[config.mk]
export PLATFORM = sky130hd
export DESIGN_NAME = cbz_ctrl
export DESIGN_NICKNAME = d
export VERILOG_FILES = /design/src/cbz_pkg.sv /design/src/cbz_ctrl.sv
export VERILOG_INCLUDE_DIRS = /design/src /design/src/src
export SDC_FILE = /design/constraint.sdc
export NUM_CORES = 1
export LEC_CHECK = 0
export BUFFER_PORTS_ARGS = -buffer_cell sky130_fd_sc_hd__buf_2
export CORE_AREA = 2 2 39 41
export CTS_CLUSTER_DIAMETER = 100
export DETAILED_ROUTE_END_ITERATION = 6
export DIE_AREA = 0 0 41 43
export PLACE_DENSITY = 0.75
export SYNTH_ARGS = -nofsm -noshare
export SYNTH_HDL_FRONTEND = slang
export SYNTH_SLANG_ARGS = --single-unit
[constraint.sdc]
create_clock -name i_clk -period 1.6 [get_ports i_clk]
set_input_delay 0.32 -clock i_clk [delete_from_list [all_inputs] [get_ports i_clk]]
set_output_delay 0.32 -clock i_clk [all_outputs]
set_load 0.005 [all_outputs]
[src/assert_macros.svh]
// Assertion macros shared by the cubic Bezier point unit RTL.
// Included by the modules that carry concurrent checks; no other dependencies.
`ifndef ASSERT_MACROS_SVH
`define ASSERT_MACROS_SVH
`ifndef SYNTHESIS
`define CBZ_ASSERT(label, clk, rst_n, prop, msg) \
    label: assert property (@(posedge clk) disable iff (!rst_n) (prop)) \
        else $error(msg);
`define CBZ_NEVER(label, clk, rst_n, expr, msg) \
    label: assert property (@(posedge clk) disable iff (!rst_n) !(expr)) \
        else $error(msg);
`else
`define CBZ_ASSERT(label, clk, rst_n, prop, msg)
`define CBZ_NEVER(label, clk, rst_n, expr, msg)
`endif
`endif

[src/cbz_pkg.sv]
// Shared types and constants of the cubic Bezier point unit.
// No dependencies; imported by the interfaces and all modules but cbz_lerp.
package cbz_pkg;

    localparam int PT_W = 12;

    localparam logic CMD_ADD   = 1'b0;
    localparam logic CMD_CLEAR = 1'b1;

    typedef enum logic [0:0] {
        ST_IDLE,
        ST_RUN
    } t_state;

    typedef struct packed {
        logic load_p0;
        logic load_p1;
        logic load_p2;
        logic load_p3;
        logic issue;
        logic issue_last;
    } t_dp_cmd;

endpackage

[src/cbz_ctrl.sv]
// Controller of the cubic Bezier point unit: held-point count and run sequencer.
// Depends on cbz_pkg and assert_macros.svh.
`include "assert_macros.svh"
module cbz_ctrl import cbz_pkg::*; #(
    parameter int STEPS = 64
) (
    input  logic                     i_clk,
    input  logic                     i_rst_n,
    input  logic                     i_valid,
    input  logic                     i_in_cmd,
    output logic                     o_ready,
    input  logic                     i_adv,
    output t_dp_cmd                  o_dp_cmd,
    output logic [$clog2(STEPS)-1:0] o_k
);
    localparam int KW = $clog2(STEPS);
    localparam logic [KW-1:0] K_LAST = KW'(STEPS - 1);

    t_state        r_state, n_state;
    logic [1:0]    r_held, n_held;
    logic [KW-1:0] r_k, n_k;
    logic          w_accept;

    assign o_ready  = (r_state == ST_IDLE);
    assign w_accept = i_valid && o_ready;
    assign o_k      = r_k;

    always_ff @(posedge i_clk) begin
        if (!i_rst_n) begin
            r_state <= ST_IDLE;
            r_held  <= 2'd0;
            r_k     <= '0;
        end else begin
            r_state <= n_state;
            r_held  <= n_held;
            r_k     <= n_k;
        end
    end

    always_comb begin
        n_state  = r_state;
        n_held   = r_held;
        n_k      = r_k;
        o_dp_cmd = '0;
        unique case (r_state)
            ST_IDLE: begin
                if (w_accept) begin
                    if (i_in_cmd == CMD_CLEAR) begin
                        n_held = 2'd0;
                    end else if (r_held == 2'd0) begin
                        o_dp_cmd.load_p0 = 1'b1;
                        n_held           = 2'd1;
                    end else if (r_held == 2'd1) begin
                        o_dp_cmd.load_p1 = 1'b1;
                        n_held           = 2'd2;
                    end else if (r_held == 2'd2) begin
                        o_dp_cmd.load_p2 = 1'b1;
                        n_held           = 2'd3;
                    end else begin
                        o_dp_cmd.load_p3 = 1'b1;
                        n_state          = ST_RUN;
                        n_k              = '0;
                    end
                end
            end
            ST_RUN: begin
                // One curve point enters the pipeline per cycle unless the output stalls.
                if (i_adv) begin
                    o_dp_cmd.issue = 1'b1;
                    if (r_k == K_LAST) begin
                        o_dp_cmd.issue_last = 1'b1;
                        n_state             = ST_IDLE;
                        n_held              = 2'd1;
                    end else begin
                        n_k = r_k + 1'b1;
                    end
                end
            end
            default: begin
                n_state = ST_IDLE;
            end
        endcase
    end

    `CBZ_ASSERT(a_run_end, i_clk, i_rst_n, o_dp_cmd.issue_last |=> (r_state == ST_IDLE && r_held == 2'd1), "segment run did not return to one held point")
    `CBZ_NEVER(a_k_range, i_clk, i_rst_n, r_state == ST_RUN && r_k > K_LAST, "step index beyond the last step")
    `CBZ_ASSERT(a_run_start, i_clk, i_rst_n, (r_state == ST_RUN && $past(r_state) == ST_IDLE) |-> ($past(r_held) == 2'd3 && r_k == '0), "run started without three held points")
endmodule

==> results of run 1 <==
==> cell usage in the layout, fill, tap and decap left out, types with 2 or more instances in the layout <==
master and count:
sky130_fd_sc_hd__a21oi_1 6, sky130_fd_sc_hd__dfxtp_1 5, sky130_fd_sc_hd__nand3_1 5, sky130_fd_sc_hd__nand2_1 4, sky130_fd_sc_hd__nand4_1 2, sky130_fd_sc_hd__nand3_2 2
sky130_fd_sc_hd__nor2_1 4, sky130_fd_sc_hd__o21ai_0 2, sky130_fd_sc_hd__a31o_2 2, sky130_fd_sc_hd__and3_1 2, sky130_fd_sc_hd__buf_2 17, sky130_fd_sc_hd__buf_4 6
sky130_fd_sc_hd__inv_1 3, sky130_fd_sc_hd__dfxtp_2 2, sky130_fd_sc_hd__nor3_1 3, sky130_fd_sc_hd__dfxtp_4 2, sky130_fd_sc_hd__clkbuf_4 3, sky130_fd_sc_hd__nand2_2 2
==> Yosys cell counts <==
cell	number
sky130_fd_sc_hd__nand2_1	5
sky130_fd_sc_hd__a21o_1	1
sky130_fd_sc_hd__and2_1	2
sky130_fd_sc_hd__o2111ai_1	1
sky130_fd_sc_hd__nor2b_1	1
sky130_fd_sc_hd__o31ai_1	1
sky130_fd_sc_hd__nor2_2	1
sky130_fd_sc_hd__dfxtp_1	9
sky130_fd_sc_hd__nor3b_1	1
sky130_fd_sc_hd__nand3_2	1
sky130_fd_sc_hd__o311ai_1	1
sky130_fd_sc_hd__and2b_1	1
sky130_fd_sc_hd__nand3_1	6
sky130_fd_sc_hd__nor3b_4	1
sky130_fd_sc_hd__ha_1	1
sky130_fd_sc_hd__a211oi_2	1
sky130_fd_sc_hd__nand4_1	2
sky130_fd_sc_hd__buf_6	1
sky130_fd_sc_hd__or4b_1	1
sky130_fd_sc_hd__a31o_2	2
sky130_fd_sc_hd__o21ai_1	1
sky130_fd_sc_hd__and3_1	2
sky130_fd_sc_hd__a31oi_4	1
sky130_fd_sc_hd__nand2_2	1
sky130_fd_sc_hd__nor2_1	4
sky130_fd_sc_hd__o211ai_1	1
sky130_fd_sc_hd__and2_4	1
sky130_fd_sc_hd__buf_2	2
sky130_fd_sc_hd__o21a_1	1
sky130_fd_sc_hd__nand3b_1	1
sky130_fd_sc_hd__nor3_1	3
sky130_fd_sc_hd__a21oi_1	6
sky130_fd_sc_hd__o21ai_0	2
sky130_fd_sc_hd__o311a_1	1
sky130_fd_sc_hd__inv_1	3
sky130_fd_sc_hd__clkbuf_1	1
==> critical path, delay by kind of cell, from the launching register on <==
| family | cells | cell delay (ps) |
|---|---|---|
| adders and majority gates | 1 | 160 |
| and+or+nand+nor | 3 | 350 |
| DFF | 1 | 360 |
| buffers and inverters | 1 | 100 |
==> layout make-up <==
class | instances | share of cell area
well taps | 16 | 0.0258
inverters | 3 | 0.0145
multi-input cells | 55 | 0.513
clock buffers | 4 | 0.0339
flip-flops and latches | 9 | 0.245
repair buffers | 23 | 0.168
==> path summary, 6_finish.rpt <==
| check | start | endpoint | slack, ps | cells after the start |
|---|---|---|---|---|
| worst min register to register | o_k[3]$_SDFFE_PN0P_ | o_k[3]$_SDFFE_PN0P_ | 520 | 2 |
| worst min-delay path | i_valid | r_held[1]$_SDFFE_PN0P_ | 380 | 3 |
| worst max register to register | o_k[0]$_SDFFE_PN0P_ | o_k[5]$_SDFFE_PN0P_ | 160 | 5 |
| worst max-delay path | o_k[0]$_SDFFE_PN0P_ | o_dp_cmd[0] | 40 | 5 |
==> repair_timing <==
| item | CTS | global route |
|---|---|---|
| setup buffers | 2 | 1 |
| endpoints found under the hold margin | 0 | 0 |
| pin swaps | 1 | 2 |
| hold buffers | 0 | 0 |
| gates resized for setup | 9 | 3 |
| setup endpoints to repair | 2 | 4 |
==> routing by layer <==
metal,wire length (um),vias up,global-route usage
met4,26,0,0.0800
met3,54,4,0.0785
met2,700,16,0.263
li1,-,309,-
met1,706,296,0.275
met5,0,-,0
==> logic make-up (layout without fill, tap and decap cells) <==
logic type | after synthesis | after routing | synth area share
AOI/OAI and AO/OA | 20 | 20 | 0.262
adders and majority gates | 1 | 1 | 0.0213
and+or+nand+nor | 34 | 34 | 0.349
buffers and inverters | 7 | 30 | 0.0617
DFF | 9 | 9 | 0.306
==> power by group <==
group	switching [mW]	total [mW]	internal, mW
clock network	0.0917	0.188	0.0966
registers	0.00676	0.230	0.223
logic	0.0204	0.0387	0.0183
total	0.119	0.457	0.338
==> flip-flops by register name, summed over array words and instances, names as in the netlist <==
register and flops:
o_k 6, r_held 2, r_state 1
==> metrics by stage <==
step / hold WS (ps) / worst slack [ps] / TNS [ps] / cells
6_report: 375 / 36.2 / 0 / 110
5_1_grt: 375 / -35.5 / -35.5 / 110
2_1_floorplan: 502 / 195 / 0 / 71
3_5_place_dp: 517 / 114 / 0 / 103
3_3_place_gp: 508 / 146 / 0 / 103
4_1_cts: 375 / 21.1 / 0 / 109
==> metrics.log, run 1 <==
[metrics] slowest library cell on the worst path: sky130_fd_sc_hd__dfxtp_4
[metrics] Finished Cell Area: a little under 800 um^2
[metrics] insertion delay of the later-clocked pin in the worst-skew pair: 270 ps
[metrics] first-pass GRT wire length: 2.35 mm
[metrics] peak ir drop on the vdd network: 0.000320 V
[metrics] final-layout fill cell count: 125
[metrics] final worst-path cycle share: 0.977
[metrics] maximum achievable frequency: 639 MHz
[metrics] nature of the critical path endpoint: output port
[metrics] post-synth net total: 77
[metrics] CTS H-tree depth: 1
[metrics] standard-cell rows: 14
[metrics] area used by multi-input combinational logic: between 300 and 400 um^2
[metrics] post-detail-place hpwl: slightly below 1 mm
[metrics] Die Y: around 43 um
[metrics] area share of the largest cell type after synthesis: 0.306
[metrics] Crit path required time: 1280 ps
[metrics] register bit count reported by yosys: 9
[metrics] number of pins with negative max-slew slack in the final report: 0
[metrics] initial cell density of the core: 0.425
[metrics] Nets: between 100 and 150
[metrics] Final setup violation count: 0
[metrics] headroom to the max-slew limit: 0.777
[metrics] number of endpoints with negative hold slack in the final report: 0
[metrics] routed length per placed instance: 13.5 um
[metrics] share of synthesized area occupied by flip-flops and latches: 0.306
[metrics] overall routing resource usage: 0.197
[metrics] measured slew at the worst slew-check pin: ~330 ps
[metrics] synthesis-to-finish area growth: 31.9%
[metrics] vias in the first global route: approximately 540
[metrics] post-route DRC violation count: 0
[metrics] CTS tree: yes
[metrics] width of the die: 41 um
[metrics] number of buffers added on ports: 17
[metrics] critical-path maximum fanout: 5
[metrics] global-route congestion overflow total: 0
[metrics] root buffer cell: sky130_fd_sc_hd__clkbuf_4
[metrics] share of cells above drive strength 1: 0.457
[metrics] mapped cell area: 588 um^2
[metrics] leakage power figure: 0.338 nW
[metrics] Die Area: 1760 um^2
[metrics] outcome: completed
[metrics] warnings from Yosys: 0
[metrics] Layout Skew: approximately 3.7 ps
[metrics] TritonRoute pass-1 iters: 4
[metrics] Avg Cell Area, Syn: 8.28 um^2
[metrics] TritonCTS Buffers: 3
[metrics] Worst-path clk slew: 70 ps
[metrics] unrepaired setup endpoints after global routing: true
[metrics] number of diodes added for antenna fixing: 0
[metrics] pwr/cell area: between 500 and 600 nW/um^2
[metrics] largest incremental delay on the critical path: 360 ps
[metrics] GP Congestion: roughly 0.85
[metrics] final total power: approximately 0.46 mW
[metrics] library cell with the largest summed area after synthesis: sky130_fd_sc_hd__dfxtp_1
[metrics] number of buffers between clock root and the deepest sink: 2
[metrics] Post-Route Utilization: 0.561
[metrics] Area after DPL: 691 um^2
[metrics] post-detailed-route via-to-cell ratio: around 5.7
[metrics] biggest area contributors in the synthesized netlist: sky130_fd_sc_hd__dfxtp_1 31%, sky130_fd_sc_hd__a21oi_1 5.1%, sky130_fd_sc_hd__nand3_1 5.1%, sky130_fd_sc_hd__a31oi_4 3.6%, sky130_fd_sc_hd__nand2_1 3.2%
[metrics] type of element launching the critical path: register
[metrics] initial drt markers: 12
[metrics] vias post-DR: 625
[metrics] count of antenna-violating nets left after detailed routing: 0
[metrics] WS Path Type: reg2out
[metrics] max cap viols: 0
[metrics] number of clock sinks seen by CTS: 9
[metrics] count of cell types in the netlist: 36
[metrics] I/O pin total: 18
[metrics] critical path arrival: 1240 ps
[metrics] overall routed net length: 1.49 mm
[metrics] post-route minimum period: 1560 ps
[metrics] list of cells traversed by the critical path: ha_4 > nand2_2 > nor2_4 > and2_4 > buf_2
[metrics] class of the tightest hold or removal check: in2reg
[metrics] Post-Syn Instances: between 70 and 80
[metrics] area taken by flip-flops and latches: about 190 um^2
[metrics] largest net degree at the start of global routing: 13
[metrics] core area: 1380 um^2
[metrics] antenna violations before repair: 0
Note: power is estimated with default switching activity, not from simulation.
==> run 2, diff against run 1 <==
==> constraint.sdc (replaced) <==
create_clock -name i_clk -period 1.5 [get_ports i_clk]
set_input_delay 0.3 -clock i_clk [delete_from_list [all_inputs] [get_ports i_clk]]
set_output_delay 0.3 -clock i_clk [all_outputs]
set_load 0.005 [all_outputs]
==> run 2 against run 1 <==
The flow now finishes with violations (negative setup slack). Via count increased by 4.8%. Sequential cell count did not move. Critical path depth stayed put. Register-to-register slack got worse by 150 ps. First-iteration DRC count is 83% higher. Cell count rose by 3.6%. Sequential share of layout area decreased by 2.2 points. Clock power grew 3%. Sequential power rose by 8%. Combinational power is 14% higher. Final area grew 9.8%. Critical endpoint unchanged. Largest power group unchanged. Highest routed layer unchanged.
==> metrics.log, run 2 (synthesis gave the netlist of run 1 again) <==
[metrics] outcome: finished with violations
[metrics] failing checks: negative setup slack
[metrics] number of pins with negative max-slew slack in the final report: 0
[metrics] width of the die: 41 um
[metrics] initial cell density of the core: 0.425
[metrics] final worst-path cycle share: 1.01
[metrics] post-detail-place hpwl: 1.00 mm
[metrics] commonest non-fill, non-tap cell in the layout: sky130_fd_sc_hd__buf_2
[metrics] post-route minimum period: 1520 ps
[metrics] commonest non-fill, non-tap cells in the layout: 14 x sky130_fd_sc_hd__buf_2, 10 x sky130_fd_sc_hd__buf_4, 5 x sky130_fd_sc_hd__nand3_1, 5 x sky130_fd_sc_hd__a21oi_1, 5 x sky130_fd_sc_hd__dfxtp_2
[metrics] Crit path required time: 1200 ps
[metrics] overall routed net length: roughly 1.7 mm
[metrics] Area after DPL: 713 um^2
[metrics] vias post-DR: 655
[metrics] GP Congestion: 0.873
[metrics] critical path arrival: 1220 ps
[metrics] number of clock sinks seen by CTS: 9
[metrics] measured slew at the worst slew-check pin: around 380 ps
[metrics] number of cells on the worst reg-to-reg path: 5
[metrics] WS Path Type: reg2out
[metrics] root buffer cell: sky130_fd_sc_hd__clkbuf_4
[metrics] Nets: 105
[metrics] TritonCTS Buffers: 3
[metrics] Final setup violation count: 1
[metrics] global-route congestion overflow total: 0
[metrics] I/O pin total: 18
[metrics] Worst Setup Slack, final: -18.0 ps
[metrics] standard-cell rows: 14
[metrics] largest incremental delay on the critical path: 360 ps
[metrics] Worst-path clk slew: 70 ps
[metrics] flip-flop count of the largest register, all copies and words added: 6
[metrics] type of element launching the critical path: register
[metrics] final-layout fill cell count: 118
[metrics] max cap viols: 0
[metrics] CTS tree: yes
[metrics] TritonRoute pass-1 iters: 4
[metrics] number of diodes added for antenna fixing: 0
[metrics] overall routing resource usage: 0.184
[metrics] number of endpoints with negative hold slack in the final report: 0
[metrics] CTS H-tree depth: 1
[metrics] first-pass GRT wire length: 2.21 mm
[metrics] hold path cells: 3
[metrics] initial drt markers: 22
[metrics] pwr/cell area: 571 nW/um^2
[metrics] critical-path maximum fanout: 3
[metrics] nature of the critical path endpoint: output port
[metrics] headroom to the max-slew limit: 0.747
[metrics] area taken by flip-flops and latches: 190 um^2
[metrics] Layout Skew: 7.95 ps
[metrics] peak ir drop on the vdd network: approximately 0.00042 V
[metrics] share of cells above drive strength 1: 0.551
[metrics] Die Y: 43 um
[metrics] insertion delay of the later-clocked pin in the worst-skew pair: 270 ps
[metrics] synthesis-to-finish area growth: 44.9%
[metrics] slowest library cell on the worst path: sky130_fd_sc_hd__dfxtp_2
[metrics] leakage power figure: between 0.3 and 0.4 nW
[metrics] final total power: 0.486 mW
[metrics] routed length per placed instance: 14.8 um
[metrics] vias in the first global route: between 500 and 600
[metrics] unrepaired setup endpoints after global routing: true
[metrics] antenna violations before repair: 0
[metrics] Finished Cell Area: 852 um^2
[metrics] number of buffers added on ports: 17
[metrics] Post-Place Worst Slack: 124 ps
[metrics] Post-Route Utilization: 0.616
[metrics] number of buffers between clock root and the deepest sink: 2
[metrics] Die Area: 1760 um^2
[metrics] class of the tightest hold or removal check: in2reg
[metrics] list of cells traversed by the critical path: ha_4 > nand2_4 > nor2_4 > and2_4 > buf_6
[metrics] area used by multi-input combinational logic: ~430 um^2
[metrics] core area: 1380 um^2
[metrics] largest net degree at the start of global routing: 13
[metrics] maximum achievable frequency: about 660 MHz
[metrics] post-detailed-route via-to-cell ratio: approximately 5.7
[metrics] count of antenna-violating nets left after detailed routing: 0
[metrics] post-route DRC violation count: 0
[run 2: routing by layer]
metal  vias to the layer above  routed length (um)  global-route usage
met2                        24                 839               0.269
met5                         -                   0                   0
met4                         0                  77               0.100
li1                        316                   -                   -
met3                        10                  53              0.0366
met1                       305                 715               0.242
[run 2: final cells by class]
type,instances,area share
clock buffer,4,0.0308
inverter,3,0.0132
tap,16,0.0235
timing repair buffer,27,0.210
sequential,9,0.223
multi-input combinational,55,0.499
[run 2: through the flow]
| step | TNS [ps] | instances | hold WS (ps) |
|---|---|---|---|
| after floorplan | 0 | 71 | 482 |
| after global placement | 0 | 106 | 510 |
| after detailed placement | 0 | 106 | 512 |
| after CTS | -47.9 | 112 | 357 |
| after global routing | -88.6 | 114 | 374 |
| final | -18.0 | 114 | 355 |
[run 2: what timing repair did]
item                       4_1_cts  5_1_grt
cloned                           0        0
hold buffers                     0        0
setup endpoints to repair        6        5
setup buffers                    2        2
resized for setup                4       18
pin swaps                        2        3
[run 2: power by group]
group	total (mW)	internal [mW]	leakage (nW)	switching (mW)
Combinational	0.0443	0.0206	0.282	0.0237
Sequential	0.249	0.241	0.0760	0.00838
Clock	0.193	0.103	0.0150	0.0902
[run 2: final timing paths]
path,end,slack (ps),startpoint
setup / recovery,o_dp_cmd[0],-20,o_k[0]$_SDFFE_PN0P_
hold / removal,r_held[1]$_SDFFE_PN0P_,360,i_valid
setup reg to reg,o_k[5]$_SDFFE_PN0P_,10,o_k[0]$_SDFFE_PN0P_
hold reg to reg,o_k[4]$_SDFFE_PN0P_,490,o_k[4]$_SDFFE_PN0P_
[run 2: worst max-delay path, delay by kind of cell (launching register included)]
family	cells	cell delay, ps
DFF	1	360
adders and majority gates	1	150
buffers and inverters	1	100
and+or+nand+nor	3	340
